## src/pss_pkg.sv

```systemverilog
// Shared types and constants for the price stream statistics block.
`default_nettype none
package pss_pkg;
  localparam int PRICE_W = 23;
  localparam int CNT_W   = 17;
  localparam int SUM_W   = 40;
  localparam int SQ_W    = 63;
  localparam int ACC_W   = 80;
  localparam int ROOT_W  = 40;
  localparam int DVD_W   = 40;
  localparam int DRM_W   = 24;
  localparam int SRM_W   = 44;
  localparam int CHG_W   = 32;
  localparam int STEP_W  = 6;
  localparam int IN_DATA_W  = 24;
  localparam int OUT_DATA_W = 96;
  localparam logic [13:0] PCT_SCALE = 14'd10000;

  localparam logic [STEP_W-1:0] MULA_LAST = 6'd17;
  localparam logic [STEP_W-1:0] MULB_LAST = 6'd40;
  localparam logic [STEP_W-1:0] SQRT_LAST = 6'd40;
  localparam logic [STEP_W-1:0] DIV_LAST  = 6'd41;

  typedef enum logic [3:0] {
    ST_IDLE, ST_MULA, ST_MULB, ST_SQRT, ST_DIVM, ST_DIVC, ST_DIVD, ST_PUB
  } state_t;

  typedef enum logic [3:0] {
    OP_NONE, OP_CAPTURE, OP_MULA_LOAD, OP_MULB_LOAD, OP_MUL_STEP,
    OP_SQRT_LOAD, OP_SQRT_STEP, OP_DIVM_LOAD, OP_DIVC_LOAD, OP_DIVD_LOAD,
    OP_DIV_STEP, OP_STORE_MEAN, OP_STORE_CHG, OP_STORE_DEV, OP_PUBLISH
  } op_t;

  typedef struct packed {
    op_t op;
  } cmd_t;

  typedef struct packed {
    logic out_free;
  } stat_t;
endpackage
`default_nettype wire

```

## src/pss_ctrl.sv

```systemverilog
// Controller state machine sequencing the shared multiply, root and divide steps.
`default_nettype none
module pss_ctrl import pss_pkg::*; (
  input  wire logic  clk,
  input  wire logic  rst_n,
  input  wire logic  in_valid,
  output logic       in_ready,
  input  stat_t      stat,
  output cmd_t       cmd
);
  state_t state_r, state_nxt;
  logic [STEP_W-1:0] cnt_r, cnt_nxt;

  always_ff @(posedge clk) begin
    if (!rst_n) begin
      state_r <= ST_IDLE;
      cnt_r   <= '0;
    end else begin
      state_r <= state_nxt;
      cnt_r   <= cnt_nxt;
    end
  end

  always_comb begin
    state_nxt = state_r;
    cnt_nxt   = cnt_r + 1'b1;
    cmd.op    = OP_NONE;
    in_ready  = 1'b0;
    unique case (state_r)
      ST_IDLE: begin
        in_ready = 1'b1;
        cnt_nxt  = '0;
        if (in_valid) begin
          cmd.op    = OP_CAPTURE;
          state_nxt = ST_MULA;
        end
      end
      ST_MULA: begin
        cmd.op = (cnt_r == '0) ? OP_MULA_LOAD : OP_MUL_STEP;
        if (cnt_r == MULA_LAST) begin
          state_nxt = ST_MULB;
          cnt_nxt   = '0;
        end
      end
      ST_MULB: begin
        cmd.op = (cnt_r == '0) ? OP_MULB_LOAD : OP_MUL_STEP;
        if (cnt_r == MULB_LAST) begin
          state_nxt = ST_SQRT;
          cnt_nxt   = '0;
        end
      end
      ST_SQRT: begin
        cmd.op = (cnt_r == '0) ? OP_SQRT_LOAD : OP_SQRT_STEP;
        if (cnt_r == SQRT_LAST) begin
          state_nxt = ST_DIVM;
          cnt_nxt   = '0;
        end
      end
      ST_DIVM: begin
        cmd.op = (cnt_r == '0) ? OP_DIVM_LOAD :
                 (cnt_r == DIV_LAST) ? OP_STORE_MEAN : OP_DIV_STEP;
        if (cnt_r == DIV_LAST) begin
          state_nxt = ST_DIVC;
          cnt_nxt   = '0;
        end
      end
      ST_DIVC: begin
        cmd.op = (cnt_r == '0) ? OP_DIVC_LOAD :
                 (cnt_r == DIV_LAST) ? OP_STORE_CHG : OP_DIV_STEP;
        if (cnt_r == DIV_LAST) begin
          state_nxt = ST_DIVD;
          cnt_nxt   = '0;
        end
      end
      ST_DIVD: begin
        cmd.op = (cnt_r == '0) ? OP_DIVD_LOAD :
                 (cnt_r == DIV_LAST) ? OP_STORE_DEV : OP_DIV_STEP;
        if (cnt_r == DIV_LAST) begin
          state_nxt = ST_PUB;
          cnt_nxt   = '0;
        end
      end
      ST_PUB: begin
        cnt_nxt = '0;
        if (stat.out_free) begin
          cmd.op    = OP_PUBLISH;
          state_nxt = ST_IDLE;
        end
      end
      default: begin
        state_nxt = ST_IDLE;
        cnt_nxt   = '0;
      end
    endcase
  end
endmodule
`default_nettype wire

```

## src/pss_datapath.sv

```systemverilog
// Datapath with history registers, serial multiplier, square root and divider.
`default_nettype none
module pss_datapath import pss_pkg::*; #(
  parameter int MAX_SAMPLES = 65536,
  parameter int PRICE_BITS  = 23
) (
  input  wire logic                  clk,
  input  wire logic                  rst_n,
  input  cmd_t                       cmd,
  output stat_t                      stat,
  input  wire logic [PRICE_W-1:0]    price,
  input  wire logic                  restart,
  output logic                       out_valid,
  input  wire logic                  out_ready,
  output logic [CNT_W-1:0]           o_total,
  output logic [PRICE_W-1:0]         o_mean,
  output logic [CHG_W-1:0]           o_change,
  output logic [PRICE_W-1:0]         o_dev,
  output logic                       o_zerr,
  output logic                       o_drop
);
  localparam logic [PRICE_W-1:0] PMASK = PRICE_W'((64'd1 << PRICE_BITS) - 64'd1);
  localparam logic [CNT_W-1:0]   CMAX  = CNT_W'(MAX_SAMPLES);

  logic [CNT_W-1:0]   count_r;
  logic [SUM_W-1:0]   sum_r;
  logic [SQ_W-1:0]    sumsq_r;
  logic [PRICE_W-1:0] first_r, latest_r;
  logic               drop_r;
  logic [ACC_W-1:0]   mcand_r, acc_r;
  logic [SUM_W-1:0]   mplier_r;
  logic               sub_r;
  logic [SRM_W-1:0]   srem_r;
  logic [ROOT_W-1:0]  root_r;
  logic [DVD_W-1:0]   dvd_r;
  logic [PRICE_W-1:0] dvs_r;
  logic [DRM_W-1:0]   drem_r;
  logic               neg_r;
  logic [PRICE_W-1:0] mean_r, dev_r;
  logic [CHG_W-1:0]   chg_r;
  logic               valid_r;

  logic [PRICE_W-1:0]   p;
  logic [2*PRICE_W-1:0] psq;
  logic [PRICE_W:0]     diff, mag;
  logic [SRM_W-1:0]     s_pre, s_trial;
  logic [DRM_W-1:0]     d_pre;
  logic                 many, zerr;

  assign p     = price & PMASK;
  assign psq   = p * p;
  assign diff  = {1'b0, latest_r} - {1'b0, first_r};
  assign mag   = diff[PRICE_W] ? (~diff + 1'b1) : diff;
  assign s_pre   = {srem_r[SRM_W-3:0], acc_r[ACC_W-1 -: 2]};
  assign s_trial = SRM_W'({root_r, 2'b01});
  assign d_pre   = {drem_r[DRM_W-2:0], dvd_r[DVD_W-1]};
  assign many  = (count_r >= CNT_W'(2));
  assign zerr  = many && (first_r == '0);
  assign stat.out_free = !valid_r || out_ready;

  always_ff @(posedge clk) begin
    if (!rst_n) begin
      count_r  <= '0;
      sum_r    <= '0;
      sumsq_r  <= '0;
      first_r  <= '0;
      latest_r <= '0;
      valid_r  <= 1'b0;
    end else begin
      if (cmd.op == OP_PUBLISH) valid_r <= 1'b1;
      else if (out_ready) valid_r <= 1'b0;
      case (cmd.op)
        OP_CAPTURE: begin
          drop_r <= 1'b0;
          if (restart || count_r == '0) begin
            count_r  <= CNT_W'(1);
            sum_r    <= SUM_W'(p);
            sumsq_r  <= SQ_W'(psq);
            first_r  <= p;
            latest_r <= p;
          end else if (count_r >= CMAX) begin
            drop_r <= 1'b1;
          end else begin
            count_r  <= count_r + 1'b1;
            sum_r    <= sum_r + SUM_W'(p);
            sumsq_r  <= sumsq_r + SQ_W'(psq);
            latest_r <= p;
          end
        end
        OP_MULA_LOAD: begin
          mcand_r  <= ACC_W'(sumsq_r);
          mplier_r <= SUM_W'(count_r);
          acc_r    <= '0;
          sub_r    <= 1'b0;
        end
        OP_MULB_LOAD: begin
          mcand_r  <= ACC_W'(sum_r);
          mplier_r <= sum_r;
          sub_r    <= 1'b1;
        end
        OP_MUL_STEP: begin
          if (mplier_r[0]) acc_r <= sub_r ? acc_r - mcand_r : acc_r + mcand_r;
          mcand_r  <= mcand_r << 1;
          mplier_r <= mplier_r >> 1;
        end
        OP_SQRT_LOAD: begin
          srem_r <= '0;
          root_r <= '0;
        end
        OP_SQRT_STEP: begin
          acc_r <= acc_r << 2;
          if (s_pre >= s_trial) begin
            srem_r <= s_pre - s_trial;
            root_r <= {root_r[ROOT_W-2:0], 1'b1};
          end else begin
            srem_r <= s_pre;
            root_r <= {root_r[ROOT_W-2:0], 1'b0};
          end
        end
        OP_DIVM_LOAD: begin
          dvd_r  <= sum_r;
          dvs_r  <= PRICE_W'(count_r);
          drem_r <= '0;
        end
        OP_DIVC_LOAD: begin
          dvd_r  <= DVD_W'(mag) * DVD_W'(PCT_SCALE);
          dvs_r  <= first_r;
          neg_r  <= diff[PRICE_W];
          drem_r <= '0;
        end
        OP_DIVD_LOAD: begin
          dvd_r  <= root_r;
          dvs_r  <= PRICE_W'(count_r);
          drem_r <= '0;
        end
        OP_DIV_STEP: begin
          if (d_pre >= {1'b0, dvs_r}) begin
            drem_r <= d_pre - {1'b0, dvs_r};
            dvd_r  <= {dvd_r[DVD_W-2:0], 1'b1};
          end else begin
            drem_r <= d_pre;
            dvd_r  <= {dvd_r[DVD_W-2:0], 1'b0};
          end
        end
        OP_STORE_MEAN: mean_r <= dvd_r[PRICE_W-1:0];
        OP_STORE_CHG: begin
          if (!many || zerr) chg_r <= '0;
          else if (neg_r) chg_r <= ~dvd_r[CHG_W-1:0] + 1'b1;
          else if (dvd_r > DVD_W'(32'h7FFF_FFFF)) chg_r <= 32'h7FFF_FFFF;
          else chg_r <= dvd_r[CHG_W-1:0];
        end
        OP_STORE_DEV: dev_r <= many ? dvd_r[PRICE_W-1:0] : '0;
        OP_PUBLISH: begin
          o_total  <= count_r;
          o_mean   <= mean_r;
          o_change <= chg_r;
          o_dev    <= dev_r;
          o_zerr   <= zerr;
          o_drop   <= drop_r;
        end
        default: ;
      endcase
    end
  end

  assign out_valid = valid_r;
endmodule
`default_nettype wire

```

## src/price_stream_statistics.sv

```systemverilog
// Top level of the price stream statistics block.
//   Channel  Direction  tdata (low bit up)                       tuser
//   in_      input      price[22:0], pad                         restart
//   out_     output     total, mean, change, deviation, pad      zero_first_error, full_dropped
// A transaction runs through the shared serial datapath:
// a 17-step shift-add and a 40-step shift-subtract multiply, a 40-step square
// root and three 40-step divides, each one bit a cycle, plus their load and store cycles.
// Reset clears the history and the output valid flag.
// A new input transaction is taken while a finished result still waits.
`default_nettype none
module price_stream_statistics import pss_pkg::*; #(
  parameter int MAX_SAMPLES = 65536,
  parameter int PRICE_BITS  = 23
) (
  input  wire logic                  clk,
  input  wire logic                  rst_n,
  input  wire logic                  in_tvalid,
  output logic                       in_tready,
  input  wire logic [IN_DATA_W-1:0]  in_tdata,   // price[22:0], zero pad
  input  wire logic                  in_tuser,   // restart
  output logic                       out_tvalid,
  input  wire logic                  out_tready,
  output logic [OUT_DATA_W-1:0]      out_tdata,  // total, mean, change, deviation, pad
  output logic [1:0]                 out_tuser   // zero_first_error, full_dropped
);
  cmd_t  cmd;
  stat_t stat;
  logic [CNT_W-1:0]   o_total;
  logic [PRICE_W-1:0] o_mean, o_dev;
  logic [CHG_W-1:0]   o_change;
  logic               o_zerr, o_drop;

  pss_ctrl u_ctrl (
    .clk, .rst_n, .in_valid(in_tvalid), .in_ready(in_tready), .stat, .cmd
  );

  pss_datapath #(.MAX_SAMPLES(MAX_SAMPLES), .PRICE_BITS(PRICE_BITS)) u_dp (
    .clk, .rst_n, .cmd, .stat,
    .price(in_tdata[PRICE_W-1:0]), .restart(in_tuser),
    .out_valid(out_tvalid), .out_ready(out_tready),
    .o_total, .o_mean, .o_change, .o_dev, .o_zerr, .o_drop
  );

  assign out_tdata = {1'b0, o_dev, o_change, o_mean, o_total};
  assign out_tuser = {o_drop, o_zerr};

  a_busy_after_accept: assert property (@(posedge clk) disable iff (!rst_n)
    in_tvalid && in_tready |=> !in_tready) else $error("accepted while busy");
  a_publish_free: assert property (@(posedge clk) disable iff (!rst_n)
    cmd.op == OP_PUBLISH |-> (!out_tvalid || out_tready)) else $error("result overwritten");
  a_zerr_change: assert property (@(posedge clk) disable iff (!rst_n)
    out_tvalid && out_tuser[0] |-> out_tdata[71:40] == 32'd0) else $error("change with zero first");
  a_few_samples: assert property (@(posedge clk) disable iff (!rst_n)
    out_tvalid && out_tdata[16:0] < 17'd2 |->
      out_tdata[94:72] == 23'd0 && out_tdata[71:40] == 32'd0)
    else $error("statistics below two samples");
endmodule
`default_nettype wire
```

## config.mk

```make
export PLATFORM = sky130hd
export DESIGN_NAME = price_stream_statistics
export DESIGN_NICKNAME = d
export VERILOG_FILES = /design/src/pss_pkg.sv /design/src/pss_ctrl.sv /design/src/pss_datapath.sv /design/src/price_stream_statistics.sv
export SDC_FILE = /design/constraint.sdc
export NUM_CORES = 2
export LEC_CHECK = 0
export ABC_AREA = 1
export CAP_MARGIN = 20
export CORE_UTILIZATION = 58
export DETAILED_ROUTE_END_ITERATION = 8
export DONT_BUFFER_PORTS = 1
export HOLD_SLACK_MARGIN = 0.08
export MAX_ROUTING_LAYER = met4
export PLACE_DENSITY_LB_ADDON = 0.12
export RECOVER_POWER = 100
export SETUP_SLACK_MARGIN = 0.02
export SLEW_MARGIN = 15
export SYNTH_ARGS = -nofsm -noshare
export SYNTH_HDL_FRONTEND = slang
export SYNTH_SLANG_ARGS = --single-unit
```

## constraint.sdc

```tcl
create_clock -name clk -period 18.4 [get_ports clk]
set_input_delay 3.68 -clock clk [delete_from_list [all_inputs] [get_ports clk]]
set_output_delay 3.68 -clock clk [all_outputs]
set_load 0.02 [all_outputs]
```

After elaboration in Yosys (flattened, before gate mapping)

Index checks and enable logic that the tools add are counted.

Flip-flop bits (word level): 723
Bits of input ports: 29
Output and inout bits: 100
Word-level logic and storage cells: 175

Add/sub/neg operators: 11
Multiply operators: 2
Magnitude comparators: 5
Eq/ne operators: 34
Multiplexer cells: 55
Bitwise gates (word level): 2
Reduce and logical (&&, ||, !) cells: 38

Operators with widths:

| kind                     | number |
|---|---|
| $pmux W80 S3             | 2 |
| $mux W80                 | 2 |
| $pmux W40 S4             | 1 |
| $mux W63                 | 2 |
| $pmux W40 S3             | 1 |
| $pmux W23 S2             | 2 |
| $pmux W42 S2             | 1 |
| $add A80 B80 Y80         | 1 |
| $mux W40                 | 2 |
| $pmux W40 S2             | 1 |
| $sub A80 B80 Y80         | 1 |
| $mux W23                 | 3 |
| $mux W32                 | 2 |
| $pmux W4 S8              | 2 |
| $add A63 B46 Y63         | 1 |
| $mux W4                  | 12 |
| $mul A23 B23 Y46         | 1 |
| $ge A44 B42 Y1           | 1 |
| $mux W42                 | 1 |
| $sub A42 B42 Y42         | 1 |
| $add A40 B23 Y40         | 1 |
| $gt A40 B31 Y1 const B   | 1 |
| $mul A24 B10 Y34 const B | 1 |
| $mux W17                 | 2 |
| 41 further kinds         | 102 |

Logic depth before layout (Yosys ltp)

Depth in word-level cells: 8
Mapped depth: 45
Depth with buffers taken out: 43

By module

Synthesis repeated with hierarchy kept, for this count alone.

Cell total of the unflattened synthesis: 9515
Area total of the unflattened synthesis: 70720.3 µm²

Modules (own cells, without submodules):

| module                  | instances | cells an instance | area each (µm²) |
|---|---|---|---|
| pss_datapath            | 1         | 9408              | 69998.4 |
| pss_ctrl                | 1         | 103               | 695.7 |
| price_stream_statistics | 1         | 4                 | 26.3 |

Worst setup path after synthesis

No wires, ideal clock.

Kind: input to register
Start point: input out_tready
End point: register u_dp.mcand_r[0] (enable)
Setup time: 0.639 ns
Arrival: 10.671 ns
Slack: 7.090 ns
Stages on the path: 11
Path buffers: 2
Cell sequence: inv_1 -> nand2_1 -> nand3_1 -> nand2_1 -> nor3_4 -> nand2_2 -> nor2_4 -> inv_2 -> buf_6 -> clkbuf_1 -> a21oi_1

Longest elaborated chain between the ends: 6

Ends and longest elaborated chain:

| item                                                | line                          | text |
|---|---|---|
| start: declaration                                  | price_stream_statistics.sv:22 | `input wire logic out_tready,` |
| $logic_or A1 B1 Y1 (*)                              | pss_datapath.sv:59            | `assign stat.out_free = !valid_r \|\| out_ready;` |
| $mux W4 (*)                                         | pss_ctrl.sv:85                | `if (stat.out_free) begin` |
| $pmux W4 S8 (*)                                     | pss_ctrl.sv:29                | `unique case (state_r)` |
| $eq A4 B2 Y1 / $eq A4 B3 Y1 (equally long branches) | pss_datapath.sv:72            | `case (cmd.op)` |
| $reduce_bool A3 Y1 (no line) (*)                    | n/a                           |  |
| $reduce_and A2 Y1 (no line) (*)                     | n/a                           |  |
| end signal: assignment                              | pss_datapath.sv:91            | `mcand_r <= ACC_W'(sumsq_r);` |
| end signal: assignment                              | pss_datapath.sv:97            | `mcand_r <= ACC_W'(sum_r);` |
| end signal: assignment                              | pss_datapath.sv:103           | `mcand_r <= mcand_r << 1;` |
| end: declaration                                    | pss_datapath.sv:30            | `logic [ACC_W-1:0] mcand_r, acc_r;` |

Every way passes the cells marked *; elsewhere a longest branch is shown, timed or not.
A chain may end at the register's enable or synchronous reset.

Worst setup path after layout

Start point: input out_tready
End point: register u_dp.acc_r[55] (enable)

Longest elaborated chain between the ends: 6

Ends and longest elaborated chain:

| item                                                                | line                | text |
|---|---|---|
| $logic_or A1 B1 Y1 (*)                                              | pss_datapath.sv:59  |  |
| $mux W4 (*)                                                         | pss_ctrl.sv:85      |  |
| $pmux W4 S8 (*)                                                     | pss_ctrl.sv:29      |  |
| $eq A4 B3 Y1 / $eq A4 B2 Y1 (equally long branches)                 | pss_datapath.sv:72  |  |
| $ne A2 B1 Y1 (no line) / $reduce_bool A3 Y1 (equally long branches) | n/a                 |  |
| $reduce_and A3 Y1 (no line) (*)                                     | n/a                 |  |
| end signal: assignment                                              | pss_datapath.sv:102 | `if (mplier_r[0]) acc_r <= sub_r ? acc_r - mcand_r : acc_r + mcand_r;` |
| end signal: assignment                                              | pss_datapath.sv:111 | `acc_r <= acc_r << 2;` |
| end: declaration                                                    | pss_datapath.sv:30  |  |

Marked as above.

==> impl_metrics.tcl <==
set metrics [dict create \
    status "finished, violations left" \
    violations "capacitance limit, slew limit" \
    reg2regPathDepth 14 \
    cts-root-buf "clkbuf_16" \
    crit_fanout 55 \
    use_met3_pct 6.030 \
    core-area_um2 118700 \
    synthArstFlopShare_pct 0 \
    critical-path-top-delay-family "buffers and inverters" \
    grt_max_degree 86 \
    cts_max_path_buffers 3 \
    synth_area_um2 69850 \
    clk_pin_slew_ns 0.06 \
    wirelength_um 234200 \
    clock_skew_ns 0.06405 \
    fmax_mhz 77.93 \
    critPathBufInv 5 \
    setup_viol 0 \
    tns_ns 0 \
    ctsHoldBuffers 0 \
    synth_nets 10390 \
    grt_overflow 0 \
    dp_hpwl_um 186300 \
    synth_edf_count 546 \
    wl_per_cell_um 21.36 \
    worst_r2r_endpoint "u_dp.acc_r[55]" \
    max_slew.worst_pin.slew_ns 4.204 \
    grt_use_total_pct 39.42 \
    ys_seq_area_share_pct 28.52 \
    multi_input_area_um2 42130 \
    floorplan.die.height_um 349.0 \
    seq_area_um2 19920 \
    rsz0062_at_grt "no" \
    die_area_um2 121800 \
    ant_nets 0 \
    clkLatencyLatePin_ns 0.74 \
    avgSynthCellArea_um2 7.435 \
    rr_startpoint "u_ctrl.state_r[0]" \
    grt.busiest_layer "met2" \
    hold_viol_final 0 \
    dp_cells 10810 \
    cp.arrival_ns 13.04 \
    slowest_stage "clkbuf_1" \
    grtUsageMet1_pct 50.15 \
    crit_path_end "u_dp.acc_r[55]" \
    portBuffers 0 \
    cts_tree "yes" \
    viasPerCell 5.806 \
    cts_sinks 722 \
    dr.pass1.iters 6 \
    yosys_register_bits 722 \
    htreeDepth 3 \
    drv_slew 1208 \
    critPathKind "primary input to flip-flop" \
    instances_no_fill 10960 \
    cap_violations 28 \
    vias 63660 \
    cp_data_required_time_ns 18.61 \
    ys.flop_type "edfxtp_1" \
    timing.final.crit_share_pct 69.74 \
    use_met2_pct 61.56 \
    cts_made_buffers 82 \
    holdCritPathClass "flip-flop to flip-flop" \
    drc 0 \
    rrSetupSlack_ns 7.95 \
    drive_above_1_share_pct 1.976 \
    die_w_um 349.0 \
    yosysWarnings 0 \
    netlist_instances 9394 \
    slew_headroom_pct -180.3 \
    cts_setup_buffers 0 \
    ioPinCount 129 \
    first_iter_violations 6148 \
    grt_pass1_wl_um 354000 \
    fin_crit_ns 12.83 \
    endpoint_kind "flip-flop" \
    fin_area_um2 73990 \
    crit_cells 14 \
    grt_pass1_vias 61060 \
    fill_cells 10860 \
    nNetsFinal 10290 \
    syn_to_final_growth_pct 5.931 \
    post_cts_resized 0 \
    synth.distinct_cells 57 \
    slowest_delay_ns 2.66 \
    startpoint "out_tready" \
    crit_chain "inv_1 > nand2_1 > nand3_1 > o21ai_0 > nor2_1 > nand2_1 > nand2_1 > nor2_4 > clkbuf_1 > clkinvlp_2 > o21ai_0 > a211oi_1 > clkbuf_1 > clkbuf_1" \
    start_util_pct 58.84 \
    worst_setup_path_start_kind "primary input" \
    rows 126 \
    dpl-instance-area_um2 71310 \
    routabilityCongestion 1.070 \
    grt_antenna_before_repair 5 \
]
cell usage in the layout (no fill, tap or decap), types with 50 or more instances in the layout:
| cell | instances |
|---|---|
| xor2_1 | 179 |
| a21oi_1 | 617 |
| dfxtp_1 | 176 |
| clkbuf_16 | 82 |
| nor4_1 | 50 |
| nand3_1 | 398 |
| edfxtp_1 | 546 |
| fa_1 | 455 |
| o211ai_1 | 50 |
| nor2_1 | 958 |
| nor3_1 | 132 |
| xnor2_1 | 69 |
| o21ai_0 | 544 |
| a31oi_1 | 56 |
| ha_1 | 514 |
| inv_1 | 1818 |
| nand4_1 | 116 |
| nand2_1 | 2137 |
registers in the layout (all words and copies together), names as in the netlist, 3 cells and up:
| signal | flops |
|---|---|
| u_dp.acc_r | 80 |
| u_dp.mcand_r | 80 |
| u_dp.sumsq_r | 63 |
| u_dp.srem_r | 42 |
| u_dp.dvd_r | 40 |
| u_dp.mplier_r | 40 |
| u_dp.root_r | 40 |
| u_dp.sum_r | 40 |
| u_dp.chg_r | 32 |
| u_dp.o_change | 32 |
| u_dp.dev_r | 23 |
| u_dp.drem_r | 23 |
| u_dp.dvs_r | 23 |
| u_dp.first_r | 23 |
| u_dp.latest_r | 23 |
| u_dp.mean_r | 23 |
| u_dp.o_dev | 23 |
| u_dp.o_mean | 23 |
| u_dp.count_r | 17 |
| u_dp.o_total | 17 |
| u_ctrl.cnt_r | 6 |
| u_ctrl.state_r | 3 |
metal layers:
metal  vias to the layer above  wire, um
li1                      30020         -
met1                     30050     93600
met2                      3005    106700
met3                       582     21340
met4                         0     12580
met5                         -         0
cells in the mapped netlist, types with 26 or more instances:
library cell  count  area [um^2]
ha_1            514         6431
xnor2_1          69        604.3
nand3_1         398         1992
a21o_1           28        210.2
or2_2            26        162.7
nand3b_1         39        292.8
o21bai_1         35        262.8
dfxtp_1         176         3523
o21ai_0         534         2673
nand4_1         116        725.7
a21oi_1         619         3098
a31oi_1          57        356.6
o21a_1           30        225.2
xor2_1          179         1568
o22ai_1          34        212.7
inv_1          1814         6809
clkbuf_1        133        499.2
nor2_1          960         3603
nor3_1          131        655.6
o211ai_1         50        375.4
nor4_1           50        312.8
edfxtp_1        546        16400
nand2_1        2134         8010
fa_1            455         9109
buf_2            70        350.3
area by class of cell:
cell class / instances / area share, %
timing repair buffer: 41 / 0.3061
sequential: 722 / 26.92
clock buffer: 101 / 2.910
inverter: 1822 / 9.245
multi-input combinational: 6622 / 56.94
tap: 1600 / 2.706
antenna: 4 / 0.01353
clock inverter: 52 / 0.9605
stage by stage:
step	utilization, %	hold WS (ns)	worst slack, ns
6_report	62.33	0.4194	5.568
3_3_place_gp	60.04	0.4012	6.371
5_1_grt	62.33	0.4198	5.093
3_5_place_dp	60.07	0.4045	6.420
2_1_floorplan	-	0.4003	7.090
4_1_cts	62.48	0.4172	7.131
how the worst min path moves through the flow:
stage                          from          endpoint  slack, ns  cells after the start
floorplan             u_dp.chg_r[0]  u_dp.o_change[0]       0.40                      0
global placement      u_dp.dev_r[1]     u_dp.o_dev[1]       0.40                      0
detailed placement   u_dp.dev_r[17]    u_dp.o_dev[17]       0.40                      0
CTS                 u_dp.mean_r[11]   u_dp.o_mean[11]       0.42                      0
global route        u_dp.mean_r[11]   u_dp.o_mean[11]       0.42                      0
finish              u_dp.mean_r[21]   u_dp.o_mean[21]       0.42                      0
kinds of logic (layout without fill, tap and decap cells):
logic type	after synthesis	in the layout	synth area share, %
multiplexers	1	1	0.01612
XOR/XNOR	248	248	3.110
buffers and inverters	2050	2016	11.19
adder cells (fa/ha/maj)	969	969	22.25
AO/OA/AOI/OAI	1507	1507	11.93
AND/OR/NAND/NOR	3896	3896	22.98
flip-flops	722	722	28.52
other	1	5	0.005369
Power is left out: the tool's default activity adds up to more than one toggle a clock period on the data nets, which glitch-free logic cannot reach.
